[src/sv/palette_rle_sprite_row_decoder_defines.svh]
// Assertion helpers used by the emitter module.
`ifndef PALETTE_RLE_SPRITE_ROW_DECODER_DEFINES_SVH
`define PALETTE_RLE_SPRITE_ROW_DECODER_DEFINES_SVH

// Condition holds in the same cycle as the trigger.
`define PRSD_ASSERT_NOW(lbl, clk, rst_n, ante, cons, msg) \
    lbl: assert property (@(posedge clk) disable iff (!rst_n) (ante) |-> (cons)) \
        else $error(msg);

// Condition holds in the cycle after the trigger.
`define PRSD_ASSERT_NEXT(lbl, clk, rst_n, ante, cons, msg) \
    lbl: assert property (@(posedge clk) disable iff (!rst_n) (ante) |=> (cons)) \
        else $error(msg);

`endif

[src/sv/prsd_pkg.sv]
package prsd_pkg;

    typedef enum logic [1:0] {
        OP_BASE_WR   = 2'd0,
        OP_PLAYER_WR = 2'd1,
        OP_ROW_DATA  = 2'd2,
        OP_BOTH_WR   = 2'd3
    } t_op;

    typedef enum logic [1:0] {
        MODE_CONTROL = 2'd0,
        MODE_SOLID   = 2'd1,
        MODE_LITERAL = 2'd2
    } t_mode;

    typedef enum logic [1:0] {
        TAIL_NONE    = 2'd0,
        TAIL_RUN_ERR = 2'd1,
        TAIL_TRUNC   = 2'd2
    } t_tail;

    typedef enum logic [1:0] {
        SRC_BASE   = 2'd0,
        SRC_PLAYER = 2'd1,
        SRC_BLACK  = 2'd2
    } t_src;

    localparam logic [1:0] ST_PIXEL   = 2'd0;
    localparam logic [1:0] ST_RUN_ERR = 2'd1;
    localparam logic [1:0] ST_TRUNC   = 2'd2;

    localparam logic REG_ROW_WIDTH = 1'b0;
    localparam logic REG_PLAYER_EN = 1'b1;

    localparam logic [7:0] ROW_WIDTH_RST = 8'hFF;

    // One decoded byte's worth of output work.
    typedef struct packed {
        logic       vld;
        logic [5:0] npix;
        logic [7:0] x;
        t_tail      tail;
        logic [7:0] tail_x;
    } t_job;

endpackage

[src/sv/prsd_row_parser.sv]
module prsd_row_parser
    import prsd_pkg::*;
(
    input  logic       i_clk,
    input  logic       i_rst_n,
    input  logic       i_item,
    input  logic [7:0] i_byte,
    input  logic       i_row_first,
    input  logic       i_row_last,
    input  logic [7:0] i_row_width,
    output logic       o_rd_en,
    output t_job       o_job
);

    t_mode      r_mode;
    t_mode      n_mode;
    logic [7:0] r_col;
    logic [7:0] n_col;
    logic [5:0] r_rem;
    logic [5:0] n_rem;
    logic       r_stop;
    logic       n_stop;

    t_mode      mode0;
    logic [7:0] col0;
    logic [5:0] rem0;
    logic       stop0;
    logic       active;
    logic       transparent;
    logic [6:0] len;
    logic [7:0] room;
    logic       bad;

    always_ff @(posedge i_clk) begin
        if (!i_rst_n) begin
            r_mode <= MODE_CONTROL;
            r_col  <= 8'd0;
            r_rem  <= 6'd0;
            r_stop <= 1'b0;
        end else begin
            r_mode <= n_mode;
            r_col  <= n_col;
            r_rem  <= n_rem;
            r_stop <= n_stop;
        end
    end

    always_comb begin
        mode0 = i_row_first ? MODE_CONTROL : r_mode;
        col0  = i_row_first ? 8'd0 : r_col;
        rem0  = i_row_first ? 6'd0 : r_rem;
        stop0 = i_row_first ? 1'b0 : r_stop;

        active      = !stop0 && (col0 < i_row_width);
        transparent = i_byte[7];
        len         = transparent ? i_byte[6:0] : {1'b0, i_byte[5:0]};
        room        = i_row_width - col0;
        bad         = (len == 7'd0) || ({1'b0, len} > room);

        n_mode = r_mode;
        n_col  = r_col;
        n_rem  = r_rem;
        n_stop = r_stop;
        o_rd_en = 1'b0;
        o_job   = '{vld: 1'b0, npix: 6'd0, x: col0, tail: TAIL_NONE, tail_x: col0};

        if (i_item) begin
            n_mode = mode0;
            n_col  = col0;
            n_rem  = rem0;
            n_stop = stop0;
            if (active) begin
                unique case (mode0)
                    MODE_CONTROL: begin
                        if (bad) begin
                            o_job.tail = TAIL_RUN_ERR;
                            n_stop     = 1'b1;
                        end else if (transparent) begin
                            n_col = col0 + {1'b0, len};
                        end else begin
                            n_rem  = len[5:0];
                            n_mode = i_byte[6] ? MODE_SOLID : MODE_LITERAL;
                        end
                    end
                    MODE_SOLID: begin
                        o_rd_en    = 1'b1;
                        o_job.npix = rem0;
                        n_col      = col0 + {2'b00, rem0};
                        n_rem      = 6'd0;
                        n_mode     = MODE_CONTROL;
                    end
                    MODE_LITERAL: begin
                        o_rd_en    = 1'b1;
                        o_job.npix = 6'd1;
                        n_col      = col0 + 8'd1;
                        n_rem      = rem0 - 6'd1;
                        if (n_rem == 6'd0) begin
                            n_mode = MODE_CONTROL;
                        end
                    end
                    default: begin
                        n_mode = MODE_CONTROL;
                    end
                endcase
                // end of row: complete rows never report truncation
                if (!(mode0 == MODE_CONTROL && bad)) begin
                    if (n_col >= i_row_width) begin
                        n_stop = 1'b1;
                    end else if (i_row_last) begin
                        o_job.tail   = TAIL_TRUNC;
                        o_job.tail_x = n_col;
                        n_stop       = 1'b1;
                    end
                end
                o_job.vld = (o_job.npix != 6'd0) || (o_job.tail != TAIL_NONE);
            end
        end
    end

endmodule

[config.mk]
export PLATFORM = sky130hd
export DESIGN_NAME = prsd_row_parser
export DESIGN_NICKNAME = d
export VERILOG_FILES = /design/src/sv/palette_rle_sprite_row_decoder_defines.svh /design/src/sv/prsd_pkg.sv /design/src/sv/prsd_row_parser.sv
export SDC_FILE = /design/constraint.sdc
export NUM_CORES = 1
export LEC_CHECK = 0
export BUFFER_PORTS_ARGS = -buffer_cell sky130_fd_sc_hd__buf_2
export CAP_MARGIN = 20
export CORE_UTILIZATION = 30
export CTS_BUF_LIST = sky130_fd_sc_hd__clkbuf_4 sky130_fd_sc_hd__clkbuf_8
export CTS_CLUSTER_DIAMETER = 200
export DETAILED_ROUTE_END_ITERATION = 16
export GPL_TIMING_DRIVEN = 0
export MAX_ROUTING_LAYER = met4
export SLEW_MARGIN = 10
export SYNTH_ARGS = -nofsm -noshare
export SYNTH_HDL_FRONTEND = slang
export SYNTH_SLANG_ARGS = --single-unit
[constraint.sdc]
create_clock -name i_clk -period 6.5 [get_ports i_clk]
set_input_delay 0.65 -clock i_clk [delete_from_list [all_inputs] [get_ports i_clk]]
set_output_delay 0.65 -clock i_clk [all_outputs]
set_load 0.01 [all_outputs]
Word level (Yosys, flattened, before mapping)
Index checks and enable logic that the tools add are counted.

operators by class
  add/subtract/negate cells = 5
  multipliers = 0
  divide/modulo/power cells = 0
  magnitude comparators = 3
  equal/unequal tests = 2
  shift-type cells = 0
  mux-type cells = 44
  bitwise operators = 0
  reduce and logical (&&, ||, !) cells = 11

operators by type and width
  cell                   count
  $mux W10               7
  $mux W8                6
  $mux W6                6
  $pmux W8 S3            1
  $mux W7                3
  $pmux W6 S3            1
  $mux W1                12
  $mux W2                6
  $pmux W6 S2            1
  $add A8 B1 Y8 const B  1
  $add A8 B6 Y8          1
  $add A8 B7 Y8          1
  $ge A8 B8 Y1           1
  $gt A7 B8 Y1           1
  $lt A8 B8 Y1           1
  $sub A8 B8 Y8          1
  $logic_not A7 Y1       1
  $logic_not A6 Y1       1
  $reduce_bool A6 Y1     1
  $sub A6 B1 Y6 const B  1
  $pmux W2 S2            1
  $eq A2 B1 Y1 const B   1
  $eq A2 B2 Y1 const B   1
  $logic_and A1 B1 Y1    2
  5 further kinds        6

storage, ports and cells
  register bits = 17
  latch bits = 0
  memory bits (writable) = 0
  ROM bits = 0
  logic and storage cells = 69
  memories kept = 0

Depth between registers and ports, before layout
  word-level depth = 17
  mapped depth = 29
  mapped depth without buffers = 25

Worst setup path after synthesis
No wires, ideal clock.

  path kind = in2out
  start = in i_row_first
  end = out o_job[3] (netlist bit)
  arrival = 5.759 ns
  required time = 5.850 ns
  slack = 0.091 ns
  stages on the path = 29
  buffers on the path = 4
  cell sequence = clkbuf_1 -> nand2b_1 -> inv_1 -> ha_1 -> inv_1 -> fa_1 -> a211oi_1 -> o21bai_1 -> a21oi_1 -> xor2_1 -> ha_1 -> nand3_1 -> a31o_2 -> a21oi_1 -> o22ai_2 -> buf_2 -> and4_1 -> a221oi_2 -> inv_1 -> ha_1 -> a21o_1 -> a31oi_1 -> o21ai_0 -> o31ai_1 -> and4_1 -> clkbuf_1 -> buf_2 -> nor2_1 -> a21oi_1

RTL lines
  element      line                   text
  from (decl)  prsd_row_parser.sv:8   input logic i_row_first,
  to (decl)    prsd_row_parser.sv:12  output t_job o_job

==> metrics.txt <==
run status=finished, final reports clean; routed vias/inst=5.679; Worst Hold Margin=463.2 ps; f_max=155.3 MHz; pwr dens=123.5 mW/mm²; hold_buf cts=0; Pleak=1.809 nW; cell area after layout=0.003844 mm²; critical path's top delay family=compound AO/OA/AOI/OAI gates; Final setup viols=0; largest net degree at the start of global routing=11; Net Count, Synth=472; Worst EP required=5850 ps; hold_sp=r_col[1]; Tmin final=6439 ps; DP Cell Count=579; total vias in the final route=3447; port bufs=45; first-pass GRT wire length=16680 µm; gpl congestion=0.9996; vias in the first global route=3101; CTS Buf Count=3; M3 GR Usage=2.208%; main flop type after synthesis=dfxtp_1; Antenna Cells=0; Final Non-Filler Cells=607; global route overflow=0; Rel. slew slack=52.28%; post-detail-place hpwl=8101 µm; GR met2 Demand/Resource=33.86%; crit path from=i_row_first; flop and latch count out of synthesis=17; met1 Use GR=30.41%; Post-synth ARST share=0%; fin nets=546; Mapped Area=0.002954 mm²; final setup margin=61.00 ps; Iter 0 DRT Violations=356; post-route ant nets=0; Initial Util=31.52%; DRT Wirelength=10890 µm; Critical Path AT=5790 ps; Mean Syn Cell Area=7.294 µm²; Placed Area=0.003341 mm²; die area=0.01025 mm²; DR DRC count=0; Clock Tree Root=clkbuf_8; EDFF count, synth=0; total core area=0.009371 mm²; I/O Pins=47; row cnt=35; initial antenna violation count=0; Gate Count Post-Synth=405; Seq/Total Area, Yosys=11.52%; CP bufs+invs=8; clk_lat worst skew=260 ps; commonest cells after routing, fill and taps aside=buf_2 (44), ha_1 (39), nand2_1 (31); CTS Buffer Depth=2; layout cell share with drive strength beyond 1=25.10%; synth-to-layout area growth=30.11%; Worst Max-Slew Pin Slew=710.3 ps; clk sinks=17; maximum VDD drop=0.00008385 V; Die Wd=101.2 µm; # H-tree levels=1; Fin Setup TNS=0 ps; Worst path slowest cell=fa_2; Clock Skew=2.256 ps; CP peak stage delay=350 ps; layer with the highest usage=met2; wire length per cell=17.94 µm; Top cell by count, worst path=buf_6; clock slew at reported path FFs=70 ps; GRT Resource Usage Total=21.60%; Synth Warn #=0; R2R Path Start=r_col[0]; 1st-pass router iterations=5; Synth cell types=62; Place WS=-1419 ps; CP Class=input port to output port; Final Slew Violations=0; Setup crit end kind=output port; Tcrit/Tclk final=99.06%; CP Max Fanout=5; Die Height=101.2 µm; commonest non-fill, non-tap cell in the layout=buf_2; MaxCap Viol Count=0; CP Launch Type=input port; Fin. Hold Viols=0; TritonCTS clock tree=done; RSZ-0062 raised after global routing=true; Hold Path Class=flip-flop to flip-flop
## cell families after synthesis
logic type	synth area share, %
multiplexers	2.710
XOR/XNOR	4.744
flip-flops	11.52
adder cells (fa/ha/maj)	20.25
AND/OR/NAND/NOR	26.30
buffers and inverters	5.972
AO/OA/AOI/OAI	28.50
## cells in the mapped netlist, types with 4 or more instances
master    number  share of area [%]
a211oi_1       6                1.5
a21o_1         9                2.3
a21oi_1       32                5.4
a22oi_1        5                1.3
a31oi_1        4               0.85
and2_1         6                1.3
and4_1         5                1.5
clkbuf_1      11                1.4
dfxtp_1       17                 12
ha_1          43                 18
inv_1         31                3.9
nand2_1       31                3.9
nand2b_1      20                4.2
nand3_1       15                2.5
nand4_1        7                1.5
nor2_1        32                4.1
nor2b_1        7                1.5
nor3_1         8                1.4
o21ai_0       16                2.7
o21ai_1        7                1.2
o21bai_1       4                1.0
o22ai_1       11                2.3
xnor2_1       11                3.3
xor2_1         5                1.5
## power breakdown
part | internal, mW | switching, mW
combinational | 0.122 | 0.155
clock | 0.0426 | 0.0402
sequential | 0.110 | 0.00518
## routing by layer
metal	up-vias	routed length (µm)
li1	1638	-
met1	1631	4983
met2	154	5008
met3	24	680
met4	0	216
met5	-	0
## per-stage QoR
stage,power [mW],utilization (%)
5_1_grt,0.5055,41.01
3_3_place_gp,0.3212,35.65
3_5_place_dp,0.3241,35.65
6_report,0.4747,41.01
2_1_floorplan,0.2620,-
4_1_cts,0.4392,38.91
## final cells by class
class | instances | area [µm²]
Buffer | 13 | 80.08
Clock buffer | 3 | 41.29
Clock inverter | 1 | 5.005
Fill cell | 999 | 5528
Inverter | 32 | 122.6
Multi-Input combinational cell | 342 | 2655
Sequential cell | 17 | 340.3
Tap cell | 129 | 161.4
Timing Repair Buffer | 70 | 437.9
## path summary, 6_finish.rpt
check                           slack, ps  endpoint  cells past startpoint
worst min-delay path                  460  r_col[1]                      2
worst min register to register        460  r_col[1]                      2
worst max-delay path                   60  o_job[2]                     29
worst max register to register       1810    r_stop                     25
## worst reg2reg max path, cell delays in order, from the launching register on
cell and delay, ps:
dfxtp_1 390, nand2b_4 80, inv_4 60, ha_4 130
inv_2 30, fa_2 350, a211oi_2 220, o21bai_1 120
a21oi_1 190, xor2_1 110, ha_1 330, nand3_2 90
a31o_4 230, a21oi_4 280, o22ai_4 120, buf_6 150
and4_4 210, a221oi_4 280, inv_1 90, ha_2 190
a21o_1 210, a31oi_4 180, o21ai_2 100, o31ai_4 230
buf_4 150, a31oi_1 70
## state kept, by name, summed over array words and instances (netlist names)
register and flops:
r_stop 1, r_col 8, r_mode 2, r_rem 6
## timing repair
action / in CTS / in global routing
buffers inserted: 15 / 10
pin swaps: 14 / 19
setup endpoints to repair: 10 / 10
resized for setup: 33 / 27
Power figures use the tool's default switching activity.
