<file path="config.mk">
export PLATFORM = sky130hd
export DESIGN_NAME = prsd_emitter
export DESIGN_NICKNAME = d
export VERILOG_FILES = /design/src/sv/prsd_pkg.sv /design/src/sv/prsd_emitter.sv
export VERILOG_INCLUDE_DIRS = /design/src /design/src/sv
export SDC_FILE = /design/constraint.sdc
export NUM_CORES = 1
export LEC_CHECK = 0
export ABC_CLOCK_PERIOD_IN_PS = 2750
export BUFFER_PORTS_ARGS = -buffer_cell sky130_fd_sc_hd__buf_4
export CORE_AREA = 10 10 104 106
export DETAILED_ROUTE_END_ITERATION = 12
export DIE_AREA = 0 0 114 116
export HOLD_SLACK_MARGIN = 0.05
export PLACE_DENSITY = 0.55
export SLEW_MARGIN = 20
export SYNTH_ARGS = -nofsm -noshare
export SYNTH_HDL_FRONTEND = slang
export SYNTH_SLANG_ARGS = --single-unit
</file>
<file path="constraint.sdc">
create_clock -name i_clk -period 2.75 [get_ports i_clk]
set_input_delay 0.275 -clock i_clk [delete_from_list [all_inputs] [get_ports i_clk]]
set_output_delay 0.275 -clock i_clk [all_outputs]
set_load 0.03 [all_outputs]
</file>
<file path="src/sv/palette_rle_sprite_row_decoder_defines.svh">
// Assertion helpers used by the emitter module.
`ifndef PALETTE_RLE_SPRITE_ROW_DECODER_DEFINES_SVH
`define PALETTE_RLE_SPRITE_ROW_DECODER_DEFINES_SVH

// Condition holds in the same cycle as the trigger.
`define PRSD_ASSERT_NOW(lbl, clk, rst_n, ante, cons, msg) \
    lbl: assert property (@(posedge clk) disable iff (!rst_n) (ante) |-> (cons)) \
        else $error(msg);

// Condition holds in the cycle after the trigger.
`define PRSD_ASSERT_NEXT(lbl, clk, rst_n, ante, cons, msg) \
    lbl: assert property (@(posedge clk) disable iff (!rst_n) (ante) |=> (cons)) \
        else $error(msg);

`endif

</file>
<file path="src/sv/prsd_pkg.sv">
package prsd_pkg;

    typedef enum logic [1:0] {
        OP_BASE_WR   = 2'd0,
        OP_PLAYER_WR = 2'd1,
        OP_ROW_DATA  = 2'd2,
        OP_BOTH_WR   = 2'd3
    } t_op;

    typedef enum logic [1:0] {
        MODE_CONTROL = 2'd0,
        MODE_SOLID   = 2'd1,
        MODE_LITERAL = 2'd2
    } t_mode;

    typedef enum logic [1:0] {
        TAIL_NONE    = 2'd0,
        TAIL_RUN_ERR = 2'd1,
        TAIL_TRUNC   = 2'd2
    } t_tail;

    typedef enum logic [1:0] {
        SRC_BASE   = 2'd0,
        SRC_PLAYER = 2'd1,
        SRC_BLACK  = 2'd2
    } t_src;

    localparam logic [1:0] ST_PIXEL   = 2'd0;
    localparam logic [1:0] ST_RUN_ERR = 2'd1;
    localparam logic [1:0] ST_TRUNC   = 2'd2;

    localparam logic REG_ROW_WIDTH = 1'b0;
    localparam logic REG_PLAYER_EN = 1'b1;

    localparam logic [7:0] ROW_WIDTH_RST = 8'hFF;

    // One decoded byte's worth of output work.
    typedef struct packed {
        logic       vld;
        logic [5:0] npix;
        logic [7:0] x;
        t_tail      tail;
        logic [7:0] tail_x;
    } t_job;

endpackage

</file>
<file path="src/sv/prsd_emitter.sv">
`include "palette_rle_sprite_row_decoder_defines.svh"

module prsd_emitter
    import prsd_pkg::*;
(
    input  logic        i_clk,
    input  logic        i_rst_n,
    input  t_job        i_job,
    input  logic [23:0] i_color,
    output logic        o_busy,
    output logic        o_tvalid,
    input  logic        i_tready,
    output logic [31:0] o_tdata,   // pixel_x, red, green, blue
    output logic [1:0]  o_tuser,   // status
    output logic        o_tlast
);

    logic        r_job_vld;
    logic [5:0]  r_left;
    logic [7:0]  r_x;
    t_tail       r_tail;
    logic [7:0]  r_tail_x;
    logic        r_out_vld;
    logic [31:0] r_out_data;
    logic [1:0]  r_out_status;
    logic        r_out_last;

    logic        slot_free;
    logic        step;
    logic        final_res;
    logic        done;

    assign slot_free = !r_out_vld || i_tready;
    assign step      = r_job_vld && slot_free;
    assign final_res = (r_left != 6'd0) ? ((r_left == 6'd1) && (r_tail == TAIL_NONE)) : 1'b1;
    assign done      = step && final_res;
    // input may be taken while the last result of the current job goes out
    assign o_busy    = r_job_vld && !done;

    always_ff @(posedge i_clk) begin
        if (!i_rst_n) begin
            r_job_vld <= 1'b0;
        end else if (i_job.vld) begin
            r_job_vld <= 1'b1;
        end else if (done) begin
            r_job_vld <= 1'b0;
        end
    end

    always_ff @(posedge i_clk) begin
        if (i_job.vld) begin
            r_left   <= i_job.npix;
            r_x      <= i_job.x;
            r_tail   <= i_job.tail;
            r_tail_x <= i_job.tail_x;
        end else if (step && (r_left != 6'd0)) begin
            r_left <= r_left - 6'd1;
            r_x    <= r_x + 8'd1;
        end
    end

    always_ff @(posedge i_clk) begin
        if (!i_rst_n) begin
            r_out_vld <= 1'b0;
        end else if (step) begin
            r_out_vld <= 1'b1;
        end else if (i_tready) begin
            r_out_vld <= 1'b0;
        end
    end

    always_ff @(posedge i_clk) begin
        if (step) begin
            r_out_last <= final_res;
            if (r_left != 6'd0) begin
                r_out_data   <= {i_color[7:0], i_color[15:8], i_color[23:16], r_x};
                r_out_status <= ST_PIXEL;
            end else begin
                r_out_data   <= {24'd0, r_tail_x};
                r_out_status <= (r_tail == TAIL_RUN_ERR) ? ST_RUN_ERR : ST_TRUNC;
            end
        end
    end

    assign o_tvalid = r_out_vld;
    assign o_tdata  = r_out_data;
    assign o_tuser  = r_out_status;
    assign o_tlast  = r_out_last;

    `PRSD_ASSERT_NOW(a_job_not_empty, i_clk, i_rst_n, r_job_vld, (r_left != 6'd0) || (r_tail != TAIL_NONE), "pending job holds no work")
    `PRSD_ASSERT_NOW(a_no_job_overwrite, i_clk, i_rst_n, i_job.vld, !r_job_vld || done, "new job while previous one still emitting")
    `PRSD_ASSERT_NOW(a_error_is_last, i_clk, i_rst_n, o_tvalid && (o_tuser != ST_PIXEL), o_tlast, "error result not marked last")
    `PRSD_ASSERT_NEXT(a_done_clears, i_clk, i_rst_n, done && !i_job.vld, !r_job_vld, "job still pending after final result")

endmodule

</file>
# After elaboration in Yosys (flattened, before gate mapping)
# Index checks and enable logic that the tools add are counted.
# word_totals
regBits	61
inputBits	52
word_cells	38
# op_classes
add_sub_neg	2
eq_ne	2
n_mux	11
n_reduce_logical	13
# ops
operator	count
$mux W8	3
$mux W6	2
$add A8 B1 Y8 const B	1
$eq A6 B1 Y1 const B	1
$reduce_bool A2 Y1	3
$reduce_bool A6 Y1	1
$sub A6 B1 Y6 const B	1
$logic_and A1 B1 Y1	5
$mux W1	5
$eq A2 B1 Y1 const B	1
$logic_not A1 Y1	2
$logic_not A2 Y1	1
$mux W2	1
$logic_or A1 B1 Y1	1

# Longest topological paths before layout
# Gate-level depths: netlist of the first run.
# logic_depth
depth_word	6
depth_mapped	5

# Worst setup path before layout of the first run
# No wires, ideal clock.
# synth_path
path_kind	register to register
start	register r_out_vld, in the netlist o_tvalid
end	register r_left[0] (enable)
setup_ns	0.357
t_arrival_ns	2.713
t_required_ns	2.393
setup_slack_ns	-0.321
stages_incl_launch_ff	4
path_cell_list	dfxtp_1 -> nor2b_1 -> nor2b_1 -> a21o_1
# synth_via
elab_chain_cells	5
# synth_lines
item	line	text
start, declared	prsd_emitter.sv:23	logic r_out_vld;
start signal, assigned	prsd_emitter.sv:64	r_out_vld <= 1'b0;
start signal, assigned	prsd_emitter.sv:66	r_out_vld <= 1'b1;
start signal, assigned	prsd_emitter.sv:68	r_out_vld <= 1'b0;
$logic_not A1 Y1	prsd_emitter.sv:33	assign slot_free = !r_out_vld || i_tready;
$logic_or A1 B1 Y1	prsd_emitter.sv:33	
$logic_and A1 B1 Y1	prsd_emitter.sv:34	assign step = r_job_vld && slot_free;
via step	prsd_emitter.sv:29	logic step;
$logic_and A1 B1 Y1	prsd_emitter.sv:56	end else if (step && (r_left != 6'd0)) begin
$reduce_bool A2 Y1 (no line)	--	
end signal, assigned	prsd_emitter.sv:52	r_left <= i_job.npix;
end signal, assigned	prsd_emitter.sv:57	r_left <= r_left - 6'd1;
end, declared	prsd_emitter.sv:19	logic [5:0] r_left;
# The timed path passes the listed nets, and every way through them passes these cells.
# A chain may end at the register's enable or synchronous reset.

# Worst setup path after layout of the first run
# layout_path
start	register r_left[2]
end	output port o_busy
# layout_via
elab_chain_cells	6
elab_cells_between_ends	7
cone_classes	eq/ne: 1; mux: 1; reduce/logical: 5
# layout_lines
item	line	text
$eq A6 B1 Y1	prsd_emitter.sv:35	assign final_res = (r_left != 6'd0) ? ((r_left == 6'd1) && (r_tail == TAIL_NONE)) : 1'b1;
$logic_and A1 B1 Y1	prsd_emitter.sv:35	
$mux W1 (*)	prsd_emitter.sv:35	
$logic_and A1 B1 Y1 (*)	prsd_emitter.sv:36	assign done = step && final_res;
$logic_not A1 Y1 (*)	prsd_emitter.sv:38	assign o_busy = r_job_vld && !done;
$logic_and A1 B1 Y1 (*)	prsd_emitter.sv:38	
end, declared	prsd_emitter.sv:10	output logic o_busy,
# Mark *: on every way between the ends. The rest lies on a longest branch, timed or not.

==> results.ini, run 1 <==
[synthesis]
synthXorXnorAreaFrac_pct = 2.03
synthMuxAreaShare_pct = 4.73
synth_compound_area_share_pct = 5.02
synth_cell_types = 33
synth-edff-count = 59
avgSynthCellArea_sq_um = 14.7
postSynthCellCount = 176
seq_area_frac_synth_pct = 70.0
synth_top_family_by_area = simple AND/OR/NAND/NOR gates
netlist_area_sq_um = 2590
ys_async_sr_fraction_pct = 0
yosys.area_share.adder_pct = 1.93
yosys_warnings = 0
syn-num-nets = 232
synth-simple-area-share_pct = 14.4
ys_seq_elements = 61
ys.flop_type = edfxtp_1

[final_layout]
final_nets = 326
multi_input_area_sq_um = 737
drive_gt1_share_pct = 41.8
final_cell_mix = buf_4, edfxtp_1, and2_1, nand2_1, o21ai_0
fin_cells = 383
diodes = 0
seqCellArea_sq_um = 1810
syn_to_final_growth_pct = 37.2
n_fill_cell = 845
final_common_cell = buf_4

[grt]
overflow = 0
use_met2_pct = 12.5
globalRouteMet1Util_pct = 10.4
busiest_layer = met2
grt_start_max_net_pins = 44
grt_pass1_wl_um = 8840
first_global_vias = 1767
met3_usage_pct = 4.08
antenna_found_initial = 0
grtUsageTotal_pct = 8.57

[clocking]
clockRootBuffer = clkbuf_8
clock_latency_ns = 0.32
postCtsSetupRepairBufs = 0
numCtsBuffers = 9
ctsResizeCount = 0
cts_max_level = 3
cts-root-to-sink-buffers = 2
ctsHoldBuffers = 0
numClockSinks = 61
cts_tree = done
path_clk_slew_ns = 0.07

[timing]
period_share_pct = 71.5
fin_skew_ns = 0.00616
period_needed_ns = 1.97
worstMarginPinSlew_ns = 0.538
setup_viol = 0
clock.fmax_ghz = 0.509
slew_viol_final = 0
rsz0062_at_grt = no
finalHoldViolCount = 0
fin_tns_setup_ns = 0
maxSlewHeadroom_pct = 64.1

[hold_path]
hold_end = r_tail[1]$_DFFE_PP_
hold_depth = 1
min-delay-start = i_job[9]
hold_class = in -> reg

[drt]
first_iter_violations = 82
firstDrtPassIters = 4
drc = 0
routedWlPerCell_um = 15.1
postRouteAntennaNets = 0
routed_via_density = 4.27
wl_um = 5780
route.vias.total = 1635

[placed_design]
dpl.cell_count = 367
hpwl_um = 4200
numPortBuffers = 88
place.gp.congestion = 0.710

[floorplan]
dieArea_sq_um = 13200
die_x_um = 114
num_io_pins = 89
row_count = 34
core-area_sq_um = 8680
start_util_pct = 29.8
die_h_um = 116

[worst_setup_path]
cp_max_fo = 4
required_ns = 2.48
rr_endpoint = r_x[7]$_DFFE_PP_
reg2reg_depth = 3
startpoint_type = flop
ff2ff_setup_slack_ns = 0.79
r2r_start = r_left[2]$_DFFE_PP_
arrival_ns = 1.69
path_class = reg -> out
critPathCaptureType = output port

[job]
cap_violations = 0

[power_and_ir_drop]
total_leakage_power_nw = 1.44
pwr_density_cell_nw_per_um2 = 643
ir_drop_mv = 0.201

[status]
status = finished clean

## worst max path at each step
stage	slack [ns]	to	cells past startpoint	start
finish	0.78	o_busy	4	r_left[2]$_DFFE_PP_
global route	0.63	r_x[7]$_DFFE_PP_	4	r_left[0]$_DFFE_PP_
CTS	0.73	r_x[1]$_DFFE_PP_	3	r_left[2]$_DFFE_PP_
detailed placement	0.73	r_x[3]$_DFFE_PP_	3	r_left[2]$_DFFE_PP_
global placement	0.78	r_x[3]$_DFFE_PP_	3	r_left[2]$_DFFE_PP_
floorplan	0.35	r_left[0]$_DFFE_PP_	3	o_tvalid$_SDFFE_PN0P_
## sequential cells by signal (all words and copies together) (netlist names)
name,cells
r_x,8
r_tail_x,8
r_tail,2
r_left,6
o_tvalid,1
o_tdata,32
o_tlast,1
o_tuser,2
r_job_vld,1
## critical path, stage by stage (launching register included)
cell	delay, ns
edfxtp_1	0.48
nor3_4	0.31
nand2b_1	0.14
o31a_1	0.26
buf_4	0.17
## cells by family after synthesis
group                    count (synthesis)
AND/OR/NAND/NOR                         63
flip-flops                              61
AO/OA/AOI/OAI                           21
buffers and inverters                   11
multiplexers                            10
XOR/XNOR                                 6
adder cells (fa/ha/maj)                  4
## metal layers
metal | up-vias | wire length, um | part of all wire [%]
met5 | - | 0 | 0
met4 | 0 | 80 | 1.4
met3 | 8 | 510 | 8.8
met2 | 60 | 2570 | 45
met1 | 738 | 2610 | 45
li1 | 829 | - | -
## layout make-up
class / instances / share of cell area (%)
Sequential cell: 61 / 51.0
Multi-Input combinational cell: 104 / 20.7
Timing Repair Buffer: 89 / 18.8
Tap cell: 108 / 3.80
Clock buffer: 11 / 3.70
Clock inverter: 5 / 1.44
Inverter: 5 / 0.528
## synthesized netlist by cell type, types with 4 or more instances
cell type	instances	area share (%)
nor2b_1	5	1.2
nor2_1	4	0.58
xnor2_1	4	1.4
nand3_1	6	1.2
mux2_2	6	2.6
clkbuf_1	5	0.72
and2_1	24	5.8
ha_1	4	1.9
edfxtp_1	59	68
inv_1	5	0.72
o21ai_0	11	2.1
nand2_1	12	1.7
## per-stage QoR
| stage | setup WS [ns] | hold slack (ns) | util, % | cell area [sq um] | total power, mW |
|---|---|---|---|---|---|
| 6_report | 0.785 | 0.120 | 40.9 | 3550 | 2.28 |
| 5_1_grt | 0.633 | 0.0970 | 40.9 | 3550 | 2.39 |
| 4_1_cts | 0.725 | 0.0993 | 40.9 | 3550 | 2.32 |
| 3_5_place_dp | 0.729 | 0.455 | 38.8 | 3370 | 1.56 |
| 3_3_place_gp | 0.782 | 0.454 | 38.8 | 3370 | 1.56 |
| 2_1_floorplan | 0.352 | 0.374 | - | 2590 | 1.40 |
## where the power goes
| part | leakage (nW) | total (mW) | internal, mW | switching (mW) |
|---|---|---|---|---|
| Combinational | 0.759 | 0.359 | 0.170 | 0.189 |
| Clock | 0.0907 | 0.747 | 0.413 | 0.334 |
| Sequential | 0.589 | 1.18 | 1.13 | 0.0525 |
| Total | 1.44 | 2.28 | 1.71 | 0.576 |
No activity file was read; power rests on OpenSTA's default activity.
==> run 2, diff against run 1 <==
ABC_CLOCK_PERIOD_IN_PS = 1700   (was 2750)
clock period = 1.7 ns   (was 2.75 ns; I/O delays follow)
==> results.ini, run 2 (synthesis gave the netlist of run 1 again) <==
[floorplan]
die_h_um = 116
start_util_pct = 29.8
num_io_pins = 89
row_count = 34
dieArea_sq_um = 13200
core-area_sq_um = 8680
die_x_um = 114

[clocking]
clockRootBuffer = clkbuf_8
cts_tree = done
cts-root-to-sink-buffers = 2
numCtsBuffers = 9
path_clk_slew_ns = 0.07
clock_latency_ns = 0.33
cts_max_level = 3
numClockSinks = 61

[drt]
routedWlPerCell_um = 15.3
drc = 0
postRouteAntennaNets = 0
firstDrtPassIters = 4
route.vias.total = 1753
wl_um = 6170
routed_via_density = 4.34
first_iter_violations = 53

[final_layout]
largest_register_ffs = 32
final_cell_mix = buf_4, edfxtp_1, and2_1, nand2_1, o21ai_0
drive_gt1_share_pct = 45.6
final_common_cell = buf_4
diodes = 0
syn_to_final_growth_pct = 48.3
final_nets = 348
fin_util_pct = 44.2

[grt]
antenna_found_initial = 0
grt_pass1_wl_um = 9480
first_global_vias = 1860
overflow = 0
grtUsageTotal_pct = 9.13
grt_start_max_net_pins = 37

[power_and_ir_drop]
pwr_density_cell_nw_per_um2 = 991
power.total_mw = 3.81
total_leakage_power_nw = 1.57
ir_drop_mv = 0.360

[worst_setup_path]
cp_max_fo = 3
path_cells = nor3_4 > buf_6 > nand2b_4 > o31a_1 > buf_6
path_buf_inv = 2
cp_slowest_cell = edfxtp_1
path_class = reg -> out
crit_path_max_incr_delay_ns = 0.43
crit_top_cell = buf_6
startpoint_type = flop
required_ns = 1.53
critPathCaptureType = output port
arrival_ns = 1.56
cp_top_family = flip-flops

[placed_design]
numPortBuffers = 88
hpwl_um = 4450
place.gp.congestion = 0.726

[timing]
fin_skew_ns = 0.00908
period_share_pct = 101
fin_ws_ns = -0.0254
clock.fmax_ghz = 0.580
maxSlewHeadroom_pct = 74.6
rsz0062_at_grt = yes
setup_viol = 1
slew_viol_final = 0
worstMarginPinSlew_ns = 0.380
period_needed_ns = 1.73
finalHoldViolCount = 0

[status]
status = finished, violations left
violations = negative setup slack

[hold_path]
hold_class = in -> reg

[job]
cap_violations = 0

[run 2: cell types whose count changed in the layout (fill, tap and decap cells not counted), sizes merged]
cell | before | now
buf | 89 | 100
dlygate4sd3 | 0 | 10
a21o | 1 | 2
clkbuf | 11 | 10
[run 2: path summary, 6_finish.rpt]
path / slack [ns] / cells after the start / start / end
worst min register to register: 0.55 / 1 / r_job_vld$_SDFFE_PN0P_ / o_tvalid$_SDFFE_PN0P_
worst min-delay path: 0.06 / 2 / i_rst_n / o_tvalid$_SDFFE_PN0P_
worst max register to register: 0.04 / 5 / r_left[4]$_DFFE_PP_ / o_tdata[17]$_SDFFCE_PP0P_
worst max-delay path: -0.03 / 5 / r_left[4]$_DFFE_PP_ / o_busy
[run 2: area by class of cell]
class / instances / area, sq um
clock buffer: 10 / 128
sequential: 61 / 1820
tap: 108 / 135
inverter: 5 / 18.8
timing repair buffer: 110 / 900
clock inverter: 5 / 52.6
fill: 822 / 4840
multi-input combinational: 105 / 791
[run 2: what timing repair did]
action | 4_1_cts | 5_1_grt
pin swaps | 1 | 1
endpoints found under the setup margin | 2 | 41
gates cloned | 0 | 1
gates resized for setup | 5 | 4
setup buffers | 5 | 1
hold endpoints to repair | 10 | 0
hold buffers | 10 | 0
[run 2: per-stage QoR]
step | cell area (sq um) | instances | setup WS, ns | hold slack (ns) | TNS (ns)
2_1_floorplan | 2620 | 176 | -0.0117 | 0.269 | -0.163
3_3_place_gp | 3450 | 372 | 0.0893 | 0.349 | 0
3_5_place_dp | 3450 | 372 | 0.0101 | 0.350 | 0
4_1_cts | 3800 | 402 | -0.0699 | 0.0513 | -0.0699
5_1_grt | 3840 | 404 | -0.0860 | 0.0592 | -0.368
6_report | 3840 | 404 | -0.0254 | 0.0633 | -0.0254
[run 2: power by group]
part | switching [mW] | internal (mW) | total (mW)
Sequential | 0.0781 | 1.82 | 1.90
Combinational | 0.344 | 0.353 | 0.696
Clock | 0.552 | 0.661 | 1.21
Total | 0.974 | 2.83 | 3.81
[run 2: worst register-to-register path, stage by stage, from the launching register on]
cell and delay (ns):
edfxtp_1 0.43, nor3_4 0.23, buf_4 0.15, nand3b_4 0.22
buf_12 0.24, and2_1 0.16
[run 2: per-layer routing]
metal	track usage (%)	vias up	part of all wire, %
li1	-	873	-
met1	11.0	801	45
met2	14.0	71	46
met3	3.62	8	8.3
met4	4.51	0	1.2
met5	0	-	0
==> run 3, diff against run 2 <==
CORE_AREA = 10 10 115 97   (was 10 10 104 106)
DIE_AREA = 0 0 125 107   (was 0 0 114 116)
PLACE_DENSITY = 0.54   (was 0.55)
==> results.ini, run 3 (synthesis gave the netlist of run 1 again) <==
[status]
status = finished, violations left
violations = negative setup slack

[timing]
clock.fmax_ghz = 0.576
fin_skew_ns = 0.00650
rsz0062_at_grt = yes
worstMarginPinSlew_ns = 0.338
period_needed_ns = 1.74
finalHoldViolCount = 0
period_share_pct = 102
fin_ws_ns = -0.0358
setup_viol = 1
hold_ws_ns = 0.121
maxSlewHeadroom_pct = 77.4
slew_viol_final = 0
fin_tns_setup_ns = -0.0358

[final_layout]
final_common_cell = buf_4
largest_register_ffs = 32
syn_to_final_growth_pct = 47.3
drive_gt1_share_pct = 44.9
final_nets = 347
final_area_sq_um = 3820
final_cell_mix = buf_4, edfxtp_1, and2_1, nand2_1
diodes = 0

[floorplan]
num_io_pins = 89
start_util_pct = 29.3
dieArea_sq_um = 13400
row_count = 31
die_h_um = 107
die_x_um = 125
core-area_sq_um = 8840

[grt]
grtUsageTotal_pct = 9.42
overflow = 0
first_global_vias = 1873
antenna_found_initial = 0
grt_start_max_net_pins = 36
grt_pass1_wl_um = 9960

[worst_setup_path]
path_cells = nor3_4 > buf_6 > nand2b_4 > o31a_1 > buf_6
startpoint_type = flop
required_ns = 1.53
critPathCaptureType = output port
path_class = reg -> out
cp_slowest_cell = edfxtp_1
crit_top_cell = buf_6
ff2ff_setup_slack_ns = 0.08
arrival_ns = 1.57
crit_path_max_incr_delay_ns = 0.43
cp_max_fo = 3

[drt]
routedWlPerCell_um = 15.0
first_iter_violations = 89
drc = 0
wl_um = 6180
routed_via_density = 4.27
firstDrtPassIters = 4
route.vias.total = 1754
postRouteAntennaNets = 0

[power_and_ir_drop]
pwr_density_cell_nw_per_um2 = 990
total_leakage_power_nw = 1.55
ir_drop_mv = 0.435
power.total_mw = 3.78

[placed_design]
hpwl_um = 4550
place.gp.congestion = 0.712
numPortBuffers = 88
dpl_cell_area_sq_um = 3450

[clocking]
numCtsBuffers = 9
cts-root-to-sink-buffers = 2
cts_max_level = 3
numClockSinks = 61
cts_tree = done
clockRootBuffer = clkbuf_8
path_clk_slew_ns = 0.07
clock_latency_ns = 0.32

[hold_path]
hold_class = in -> reg

[job]
cap_violations = 0

==> run 3: changes by cell type in the layout (fill, tap and decap cells not counted) <==
| cell | change |
|---|---|
| a21o_4 | -1 |
| clkbuf_1 | +1 |
| ha_1 | -1 |
| dlygate4sd3_1 | +1 |
| buf_4 | +1 |
| clkinv_1 | +1 |
| clkinv_2 | -1 |
| buf_12 | -2 |
| ha_2 | +1 |
==> run 3: layer usage <==
layer  routed length, um  share of wire (%)  vias to the layer above  track usage (%)
met2                2590                 42                       78             13.3
met5                   0                  0                        -                0
met3                 493                8.0                        8             3.89
li1                    -                  -                      871                -
met4                  76                1.2                        0             4.19
met1                3020                 49                      797             12.3
==> run 3: worst max-delay path: cells and delay by family (launching register included) <==
kind	cells	cell delay, ns
AOI/OAI and AO/OA	1	0.25
and+or+nand+nor	2	0.28
buffers and inverters	2	0.28
DFF	1	0.43
==> run 3: path summary, 6_finish.rpt <==
path | startpoint | end | depth (start not counted)
setup / recovery | r_left[4]$_DFFE_PP_ | o_busy | 5
hold / removal | i_color[17] | o_tdata[9]$_SDFFCE_PP0P_ | 2
setup reg to reg | r_left[4]$_DFFE_PP_ | o_tdata[24]$_SDFFCE_PP0P_ | 5
hold reg to reg | r_job_vld$_SDFFE_PN0P_ | o_tvalid$_SDFFE_PN0P_ | 1
==> run 3: power by group <==
group	switching [mW]	internal [mW]
clock	0.530	0.668
sequential	0.0765	1.82
combinational	0.345	0.341
==> run 3: what timing repair did <==
item / CTS / global route
endpoints found under the setup margin: 1 / 24
gates resized for setup: 7 / 5
hold buffers: 11 / 0
buffers inserted: 3 / 0
pin swaps: 1 / 0
hold endpoints to repair: 11 / 0
==> run 3: final cells by class <==
class,count,area (sq um)
well taps,115,144
clock inverters,5,51.3
flip-flops and latches,61,1820
fillers,837,5030
repair buffers,110,877
inverters,5,18.8
clock buffers,11,131
multi-input cells,104,778
==> run 3: stage by stage <==
stage          util, %  setup WS, ns  instances
2_1_floorplan        -       -0.0117        176
3_3_place_gp      39.0        0.0972        381
3_5_place_dp      39.0        0.0450        381
4_1_cts           42.9       -0.0547        411
5_1_grt           43.2        -0.107        411
6_report          43.2       -0.0358        411
